File: config.mk
export PLATFORM = sky130hd
export DESIGN_NAME = sync_length_frame_receiver_crc16
export DESIGN_NICKNAME = d
export VERILOG_FILES = /design/src/design/slfr_pkg.sv /design/src/design/slfr_front.sv /design/src/design/slfr_fifo.sv /design/src/design/slfr_back.sv /design/src/design/sync_length_frame_receiver_crc16.sv
export SDC_FILE = /design/constraint.sdc
export NUM_CORES = 1
export LEC_CHECK = 0
export BUFFER_PORTS_ARGS = -buffer_cell sky130_fd_sc_hd__buf_2
export CAP_MARGIN = 40
export CORE_MARGIN = 4
export CORE_UTILIZATION = 45
export CTS_CLUSTER_SIZE = 16
export DETAILED_ROUTE_END_ITERATION = 7
export GPL_TIMING_DRIVEN = 0
export HOLD_SLACK_MARGIN = 0.06
export PLACE_DENSITY = 0.65
export SYNTH_ARGS = -nofsm -noshare
export SYNTH_HDL_FRONTEND = slang
export SYNTH_SLANG_ARGS = --single-unit
File: constraint.sdc
create_clock -name clk -period 3.2 [get_ports clk]
set_input_delay 0.48 -clock clk [delete_from_list [all_inputs] [get_ports clk]]
set_output_delay 0.48 -clock clk [all_outputs]
set_load 0.01 [all_outputs]
File: src/design/slfr_pkg.sv
// ----------------------------------------------------------------------------
// slfr_pkg: shared types and constants of the sync/length frame receiver
// Holds the word that passes from the parser to the CRC stage, the CRC
// constants and the byte-wide CRC-16 update.
// ----------------------------------------------------------------------------
package slfr_pkg;

  localparam logic [7:0]  SYNC_RESET = 8'hAA;
  localparam logic [15:0] CRC_POLY   = 16'hA001;
  localparam logic [15:0] CRC_INIT   = 16'hFFFF;

  localparam int unsigned POS_W = 9;

  // One classified word on its way from the parser to the CRC stage.
  // Data and position are already zero for words that are not stored.
  typedef struct packed {
    logic [7:0]       data;
    logic [POS_W-1:0] pos;
    logic             stored;
    logic             last;
  } slfr_item_t;

  // Reflected CRC-16 over one byte, one bit per step.
  function automatic logic [15:0] crc16_byte(logic [15:0] crc, logic [7:0] b);
    logic [15:0] c;
    c = crc ^ {8'h00, b};
    for (int i = 0; i < 8; i++) begin
      c = c[0] ? ((c >> 1) ^ CRC_POLY) : (c >> 1);
    end
    return c;
  endfunction

endpackage

File: src/design/slfr_front.sv
// ----------------------------------------------------------------------------
// slfr_front: frame parser
// Hunts for the sync pair, counts header, payload and CRC bytes and tags each
// accepted word with its position, stored flag and frame end flag.
// ----------------------------------------------------------------------------
module slfr_front
  import slfr_pkg::*;
(
  input  logic             clk,
  input  logic             rst_n,
  input  logic [7:0]       sync_value,
  input  logic             accept,
  input  logic             func,
  input  logic [7:0]       data_byte,
  output slfr_item_t       item
);

  localparam logic [3:0] STEP_SYNC1    = 4'd0;
  localparam logic [3:0] STEP_SYNC2    = 4'd1;
  localparam logic [3:0] STEP_HDR_FIRST = 4'd2;
  localparam logic [3:0] STEP_LENGTH   = 4'd6;
  localparam logic [3:0] STEP_HDR_LAST = 4'd11;
  localparam logic [3:0] STEP_PAYLOAD  = 4'd12;
  localparam logic [3:0] STEP_CRC_LAST = 4'd13;

  logic [3:0]       step_r, step_nxt;
  logic [7:0]       remain_r, remain_nxt;
  logic [POS_W-1:0] wpos_r, wpos_nxt;
  logic             stored;
  logic             last;

  always_comb begin
    step_nxt   = step_r;
    remain_nxt = remain_r;
    stored     = 1'b0;
    last       = 1'b0;
    if (func) begin
      step_nxt   = STEP_SYNC1;
      remain_nxt = 8'd0;
    end else begin
      unique case (step_r) inside
        STEP_SYNC1: begin
          if (data_byte == sync_value) step_nxt = STEP_SYNC2;
        end
        STEP_SYNC2: begin
          step_nxt = (data_byte == sync_value) ? STEP_HDR_FIRST : STEP_SYNC1;
        end
        [STEP_HDR_FIRST:STEP_HDR_LAST]: begin
          stored   = 1'b1;
          step_nxt = step_r + 4'd1;
          if (step_r == STEP_LENGTH) remain_nxt = data_byte;
        end
        STEP_PAYLOAD: begin
          stored = 1'b1;
          if (remain_r != 8'd0) remain_nxt = remain_r - 8'd1;
          else                  step_nxt   = STEP_CRC_LAST;
        end
        STEP_CRC_LAST: begin
          stored     = 1'b1;
          last       = 1'b1;
          step_nxt   = STEP_SYNC1;
          remain_nxt = 8'd0;
        end
        default: begin
          step_nxt   = STEP_SYNC1;
          remain_nxt = 8'd0;
        end
      endcase
    end
    // Position restarts whenever the parser falls back to hunting.
    if (step_nxt == STEP_SYNC1 || step_nxt == STEP_SYNC2) wpos_nxt = '0;
    else if (stored)                                       wpos_nxt = wpos_r + 9'd1;
    else                                                   wpos_nxt = wpos_r;
  end

  assign item.data   = stored ? data_byte : 8'd0;
  assign item.pos    = stored ? wpos_r : '0;
  assign item.stored = stored;
  assign item.last   = last;

  always_ff @(posedge clk) begin
    if (!rst_n) begin
      step_r   <= STEP_SYNC1;
      remain_r <= 8'd0;
      wpos_r   <= '0;
    end else if (accept) begin
      step_r   <= step_nxt;
      remain_r <= remain_nxt;
      wpos_r   <= wpos_nxt;
    end
  end

  // A completed frame always sends the parser back to hunting.
  a_end_rearms: assert property (@(posedge clk) disable iff (!rst_n)
    accept && item.last |=> step_r == STEP_SYNC1 && wpos_r == '0)
    else $error("parser did not rearm after frame end");

  // A timeout always sends the parser back to hunting.
  a_timeout_rearms: assert property (@(posedge clk) disable iff (!rst_n)
    accept && func |=> step_r == STEP_SYNC1 && remain_r == 8'd0)
    else $error("parser did not rearm after timeout");

endmodule

File: src/design/slfr_fifo.sv
// ----------------------------------------------------------------------------
// slfr_fifo: queue between parser and CRC stage
// A small register queue of classified words.
// ----------------------------------------------------------------------------
module slfr_fifo
  import slfr_pkg::*;
#(
  parameter int unsigned DEPTH = 2
) (
  input  logic       clk,
  input  logic       rst_n,
  input  logic       wr_en,
  input  slfr_item_t wr_item,
  input  logic       rd_en,
  output slfr_item_t rd_item,
  output logic       not_empty,
  output logic       full
);

  localparam int unsigned PTR_W = (DEPTH > 1) ? $clog2(DEPTH) : 1;
  localparam int unsigned CNT_W = $clog2(DEPTH + 1);
  localparam logic [PTR_W-1:0] PTR_LAST = PTR_W'(DEPTH - 1);
  localparam logic [CNT_W-1:0] CNT_FULL = CNT_W'(DEPTH);

  slfr_item_t       mem_r [DEPTH];
  logic [PTR_W-1:0] wptr_r, rptr_r;
  logic [CNT_W-1:0] cnt_r;

  assign not_empty = cnt_r != '0;
  assign full      = cnt_r == CNT_FULL;
  assign rd_item   = mem_r[rptr_r];

  always_ff @(posedge clk) begin
    if (wr_en) mem_r[wptr_r] <= wr_item;
  end

  always_ff @(posedge clk) begin
    if (!rst_n) begin
      wptr_r <= '0;
      rptr_r <= '0;
      cnt_r  <= '0;
    end else begin
      if (wr_en) wptr_r <= (wptr_r == PTR_LAST) ? '0 : wptr_r + PTR_W'(1);
      if (rd_en) rptr_r <= (rptr_r == PTR_LAST) ? '0 : rptr_r + PTR_W'(1);
      if (wr_en && !rd_en)      cnt_r <= cnt_r + CNT_W'(1);
      else if (rd_en && !wr_en) cnt_r <= cnt_r - CNT_W'(1);
    end
  end

  a_no_overflow: assert property (@(posedge clk) disable iff (!rst_n)
    full |-> !(wr_en && !rd_en))
    else $error("queue written while full");

  a_no_underflow: assert property (@(posedge clk) disable iff (!rst_n)
    !not_empty |-> !rd_en)
    else $error("queue read while empty");

endmodule

File: src/design/slfr_back.sv
// ----------------------------------------------------------------------------
// slfr_back: CRC stage and result register
// Runs the CRC over stored words, judges the residue at frame end and holds
// the result word until it is popped.
// ----------------------------------------------------------------------------
module slfr_back
  import slfr_pkg::*;
(
  input  logic             clk,
  input  logic             rst_n,
  input  logic             q_not_empty,
  input  slfr_item_t       q_item,
  output logic             q_rd,
  input  logic             pop,
  output logic             empty,
  output logic [7:0]       byte_out,
  output logic [POS_W-1:0] byte_position,
  output logic             byte_stored,
  output logic             frame_end,
  output logic             frame_ok
);

  logic             valid_r;
  logic [15:0]      crc_r, crc_base, crc_new;
  logic [7:0]       data_r;
  logic [POS_W-1:0] pos_r;
  logic             stored_r, end_r, ok_r;

  // The first stored word of a frame always sits at position zero, so the
  // CRC restarts there.
  assign crc_base = (q_item.pos == '0) ? CRC_INIT : crc_r;
  assign crc_new  = q_item.stored ? crc16_byte(crc_base, q_item.data) : crc_r;
  assign q_rd     = q_not_empty && (!valid_r || pop);

  always_ff @(posedge clk) begin
    if (!rst_n) begin
      valid_r <= 1'b0;
      crc_r   <= CRC_INIT;
    end else begin
      if (q_rd)      valid_r <= 1'b1;
      else if (pop)  valid_r <= 1'b0;
      if (q_rd)      crc_r   <= q_item.last ? CRC_INIT : crc_new;
    end
  end

  always_ff @(posedge clk) begin
    if (q_rd) begin
      data_r   <= q_item.data;
      pos_r    <= q_item.pos;
      stored_r <= q_item.stored;
      end_r    <= q_item.last;
      ok_r     <= q_item.last && (crc_new == 16'h0000);
    end
  end

  assign empty         = !valid_r;
  assign byte_out      = data_r;
  assign byte_position = pos_r;
  assign byte_stored   = stored_r;
  assign frame_end     = end_r;
  assign frame_ok      = ok_r;

  a_ok_needs_end: assert property (@(posedge clk) disable iff (!rst_n)
    valid_r && ok_r |-> end_r)
    else $error("frame good flagged without frame end");

  a_end_needs_stored: assert property (@(posedge clk) disable iff (!rst_n)
    valid_r && end_r |-> stored_r)
    else $error("frame end on a word that was not stored");

endmodule

File: src/design/sync_length_frame_receiver_crc16.sv
// ----------------------------------------------------------------------------
// sync_length_frame_receiver_crc16: length-prefixed frame receiver
// Parses sync pair, header, payload and CRC bytes and checks a CRC-16.
// ----------------------------------------------------------------------------
// Throughput: one word per cycle in and out, sustained, while pop keeps up.
// A pushed word is registered first in the parser queue, then in the result
//   register, before it shows on the result ports.
// The CRC stage runs one byte-wide CRC-16 update per cycle while it takes words from the queue; that sets the rate.
// Reset (rst_n low, synchronous): parser hunts for the first sync byte, queue
//   and result register are empty, sync value returns to 0xAA.
// ----------------------------------------------------------------------------
module sync_length_frame_receiver_crc16
  import slfr_pkg::*;
#(
  parameter int unsigned QUEUE_DEPTH = 2
) (
  input  logic       clk,
  input  logic       rst_n,
  // Configuration: the sync value register.
  input  logic       cfg_valid,
  output logic       cfg_ready,
  input  logic [7:0] cfg_data,
  // Input words.
  input  logic       push,
  output logic       full,
  input  logic       in_func,
  input  logic [7:0] in_data_byte,
  // Result words.
  output logic       empty,
  input  logic       pop,
  output logic [7:0] out_byte_out,
  output logic [8:0] out_byte_position,
  output logic       out_byte_stored,
  output logic       out_frame_end,
  output logic       out_frame_ok
);

  logic [7:0] sync_r;
  logic       in_accept;
  slfr_item_t front_item;
  slfr_item_t q_item;
  logic       q_not_empty;
  logic       q_full;
  logic       q_rd;

  // The register may be written at any time; a write is taken whenever cfg_valid is high.
  assign cfg_ready = 1'b1;

  always_ff @(posedge clk) begin
    if (!rst_n) begin
      sync_r <= SYNC_RESET;
    end else if (cfg_valid) begin
      sync_r <= cfg_data;
    end
  end

  // Every accepted word produces exactly one result word, so the queue full
  // flag is the only thing that holds off the sender.
  assign full      = q_full;
  assign in_accept = push && !q_full;

  // Front: the parser classifies each word as it arrives.
  slfr_front u_front (
    .clk        (clk),
    .rst_n      (rst_n),
    .sync_value (sync_r),
    .accept     (in_accept),
    .func       (in_func),
    .data_byte  (in_data_byte),
    .item       (front_item)
  );

  // Queue between parser and CRC stage so that each side can stall alone.
  slfr_fifo #(
    .DEPTH (QUEUE_DEPTH)
  ) u_fifo (
    .clk       (clk),
    .rst_n     (rst_n),
    .wr_en     (in_accept),
    .wr_item   (front_item),
    .rd_en     (q_rd),
    .rd_item   (q_item),
    .not_empty (q_not_empty),
    .full      (q_full)
  );

  // Back: CRC accumulation, residue check and the result register.
  slfr_back u_back (
    .clk           (clk),
    .rst_n         (rst_n),
    .q_not_empty   (q_not_empty),
    .q_item        (q_item),
    .q_rd          (q_rd),
    .pop           (pop),
    .empty         (empty),
    .byte_out      (out_byte_out),
    .byte_position (out_byte_position),
    .byte_stored   (out_byte_stored),
    .frame_end     (out_frame_end),
    .frame_ok      (out_frame_ok)
  );

  // A result word that is not popped must hold still.
  a_result_holds: assert property (@(posedge clk) disable iff (!rst_n)
    !empty && !pop |=> !empty && $stable(out_byte_out) && $stable(out_frame_ok))
    else $error("result word changed before it was popped");

endmodule

==> results.py <==
metrics = {
    "logic_synthesis": {
        "synth_ff_type": "edfxtp_1",
        "synth_edf_count": 58,
        "synth_cells": 496,
        "yosysUniqueCellTypes": 68,
        "yosys_warnings": 0,
        "async_flop_share_pct": 0,
        "synth-seq-cells": 109,
        "synth_most_common_cell": "edfxtp_1",
        "synth_nets": 525,
        "synth_area_leaders": "edfxtp_1 (33%), dfxtp_1 (19%), xor2_1 (3.3%)",
        "synth_top_area_cell": "edfxtp_1",
        "syn_area_per_cell_um2": 10.8,
        "seq_area_frac_synth_pct": 51.7,
        "synth_commonest_cells": "edfxtp_1 (58), dfxtp_1 (51), nor2_1 (37), nand2_1 (36), a21oi_1 (29)",
        "yosysTopAreaCellShare_pct": 32.6,
        "mappedNetlistArea_um2": 5340,
    },
    "timing": {
        "rsz0062_at_grt": "no",
        "slew_headroom_pct": 49.8,
        "max_freq_mhz": 341,
        "setup_ws_ns": 0.270,
        "worstMarginPinSlew_ns": 0.751,
        "finalSetupTns_ns": 0,
        "skew_ns": 0.0105,
        "timing.final.crit_period_ns": 2.93,
        "whs_ns": 0.339,
        "hold_viol_final": 0,
        "min_period_over_period_pct": 91.5,
        "setup_viol": 0,
        "finalMaxSlewViolations": 0,
    },
    "die": {
        "rows": 39,
        "start_util_pct": 46.4,
        "die_w_um": 117,
        "die_h_um": 117,
        "die_area_um2": 13700,
        "core_um2": 11500,
        "ioPinCount": 45,
    },
    "detailed_routing": {
        "via_per_inst": 5.62,
        "post_drt_wl_per_cell_um": 16.4,
        "first_iter_violations": 158,
        "vias": 3925,
        "final_antenna_net_count": 0,
        "route.final.wire_length_um": 11500,
        "firstDrtPassIters": 5,
        "remaining_drc_errors": 0,
    },
    "placed_design": {
        "gp_congestion": 0.880,
        "portBuffers": 41,
        "hpwl_um": 8560,
        "dp_slack_ns": 0.117,
    },
    "clock_tree": {
        "clock_latency_ns": 0.36,
        "clk_pin_slew_ns": 0.08,
        "ctsHtreeMaxLevel": 3,
        "cts_tree": "yes",
        "cts_root_buffer": "clkbuf_16",
        "hold_buffers": 0,
        "cts_buffers": 9,
        "cts.path.max_buffers": 2,
        "cts_sinks": 109,
    },
    "critical_path": {
        "slowest_delay_ns": 0.54,
        "crit_start": "u_front.remain_r[0]$_SDFFE_PN0P_",
        "path_max_fanout": 10,
        "crit_path_end_kind": "register",
        "cp_slowest_cell": "or4b_4",
        "crit_path_cell_trace": "inv_1 > ha_1 > or3b_4 > or4b_4 > a2bb2oi_1 > o21ai_1 > clkbuf_1 > nor3_1 > a21oi_1 > nor2_1",
        "path_class": "reg -> reg",
        "cp_top_family": "simple AND/OR/NAND/NOR gates",
        "arrival_ns": 3.15,
        "r2r_start": "u_front.remain_r[0]$_SDFFE_PN0P_",
        "cp.required_ns": 3.42,
        "worstSetupStartpointType": "register",
        "cp_num_buf_inv": 2,
    },
    "layout": {
        "final_util_pct": 52.9,
        "syn_to_final_growth_pct": 14.0,
        "nets": 580,
        "nFillCells": 1021,
        "n_antenna_cell": 0,
        "layout-drive-gt1-share_pct": 17.3,
    },
    "power": {
        "powerDensity_nw_per_um2": 770,
        "total_power_w": 0.00468,
        "p_leak_nw": 2.28,
        "ir_worst_vdd_v": 0.000347,
    },
    "grt": {
        "grt_pass1_wl_um": 18800,
        "antenna_found_initial": 0,
        "grt.total_usage_pct": 17.9,
        "grt_pass1_vias": 3783,
        "grt_max_degree": 22,
        "grt_overflow": 0,
    },
    "worst_hold_path": {
        "hold_path_class": "in -> reg",
        "hp-start": "cfg_data[5]",
    },
    "run": {
        "maxCapViolCount": 0,
    },
    "run_status": {
        "run_status": "completed",
    },
}
## flip-flops by register name, indices dropped and copies added (netlist names), named ones only
name and count:
u_back.valid_r 1, u_front.wpos_r 9, u_fifo.mem_r 38, u_front.step_r 4, u_fifo.cnt_r 2, u_back.frame_end 1
u_fifo.wptr_r 1, u_fifo.rptr_r 1, sync_r 8, u_front.remain_r 8, u_back.frame_ok 1, u_back.byte_position 9
u_back.byte_stored 1, u_back.crc_r 16, u_back.byte_out 8
## final timing paths
kind	end	slack (ns)	cells after the start
worst min register to register	u_front.remain_r[7]$_SDFFE_PN0P_	0.49	2
worst min-delay path	sync_r[5]$_SDFFE_PN1P_	0.34	3
worst max-delay path	u_front.remain_r[6]$_SDFFE_PN0P_	0.27	10
worst max register to register	u_front.remain_r[6]$_SDFFE_PN0P_	0.27	10
## cell families (layout without fill, tap and decap cells)
group | count (synthesis) | after routing | share of synthesized area [%]
muxes | 28 | 28 | 5.62
other | 1 | 1 | 0.0702
and+or+nand+nor | 160 | 160 | 15.7
DFF | 109 | 109 | 51.7
buffers and inverters | 47 | 107 | 3.70
AOI/OAI and AO/OA | 103 | 103 | 13.4
xor gates and xnor gates | 41 | 41 | 8.08
adders and majority gates | 7 | 7 | 1.64
## worst reg2reg max path: stages (launching register included)
cell	delay (ns)
dfxtp_1	0.33
inv_1	0.08
ha_1	0.17
or3b_4	0.41
or4b_4	0.54
a2bb2oi_1	0.15
o21ai_1	0.42
clkbuf_1	0.41
nor3_1	0.10
a21oi_1	0.14
nor2_1	0.06
## placed cells by master (no fill, tap or decap), drive strengths merged, types with 3 or more instances in the layout
cell type,instances
nor3,15
xnor2,15
nor2,37
mux2i,18
clkinv,4
dfxtp,51
a31oi,5
a22oi,7
inv,26
ha,7
mux2,10
xnor3,3
and2,20
o21ai,13
clkbuf,27
o31ai,12
xor2,22
a21oi,29
and4,4
nand2,36
or4,11
buf,49
o22ai,13
o211ai,3
nand3,8
nor4,11
or3,4
edfxtp,58
## metal layers
metal | global-route usage [%] | vias up | part of all wire (%)
met4 | 7.49 | 0 | 1.9
li1 | - | 1940 | -
met2 | 28.7 | 109 | 47
met5 | 0 | - | 0
met1 | 23.9 | 1863 | 46
met3 | 3.14 | 13 | 5.0
## final cells by class
type	count	area, µm²	area share (%)
plain buffers	23	108	1.77
clock buffers	9	225	3.70
clock inverters	7	80.1	1.32
inverters	24	90.1	1.48
multi-input cells	340	2400	39.4
flip-flops and latches	109	2760	45.4
well taps	143	179	2.94
repair buffers	44	246	4.05
## power by group
part / total [W] / switching (W) / internal [W]
Sequential: 0.00189 / 0.000118 / 0.00178
Clock: 0.00112 / 0.000563 / 0.000557
Combinational: 0.00167 / 0.000968 / 0.000702
Total: 0.00468 / 0.00165 / 0.00303
## through the flow
| step | std cells | area, µm² |
|---|---|---|
| CTS | 699 | 6080 |
| detailed placement | 683 | 5770 |
| global route | 699 | 6090 |
| floorplan | 496 | 5340 |
| finish | 699 | 6090 |
| global placement | 680 | 5720 |
## timing repair
| action | in CTS | in global routing |
|---|---|---|
| resized for setup | 0 | 2 |
| setup endpoints to repair | 0 | 1 |
| setup buffers | 0 | 0 |
| hold endpoints to repair | 0 | 0 |
No activity file was read; power rests on OpenSTA's default activity.
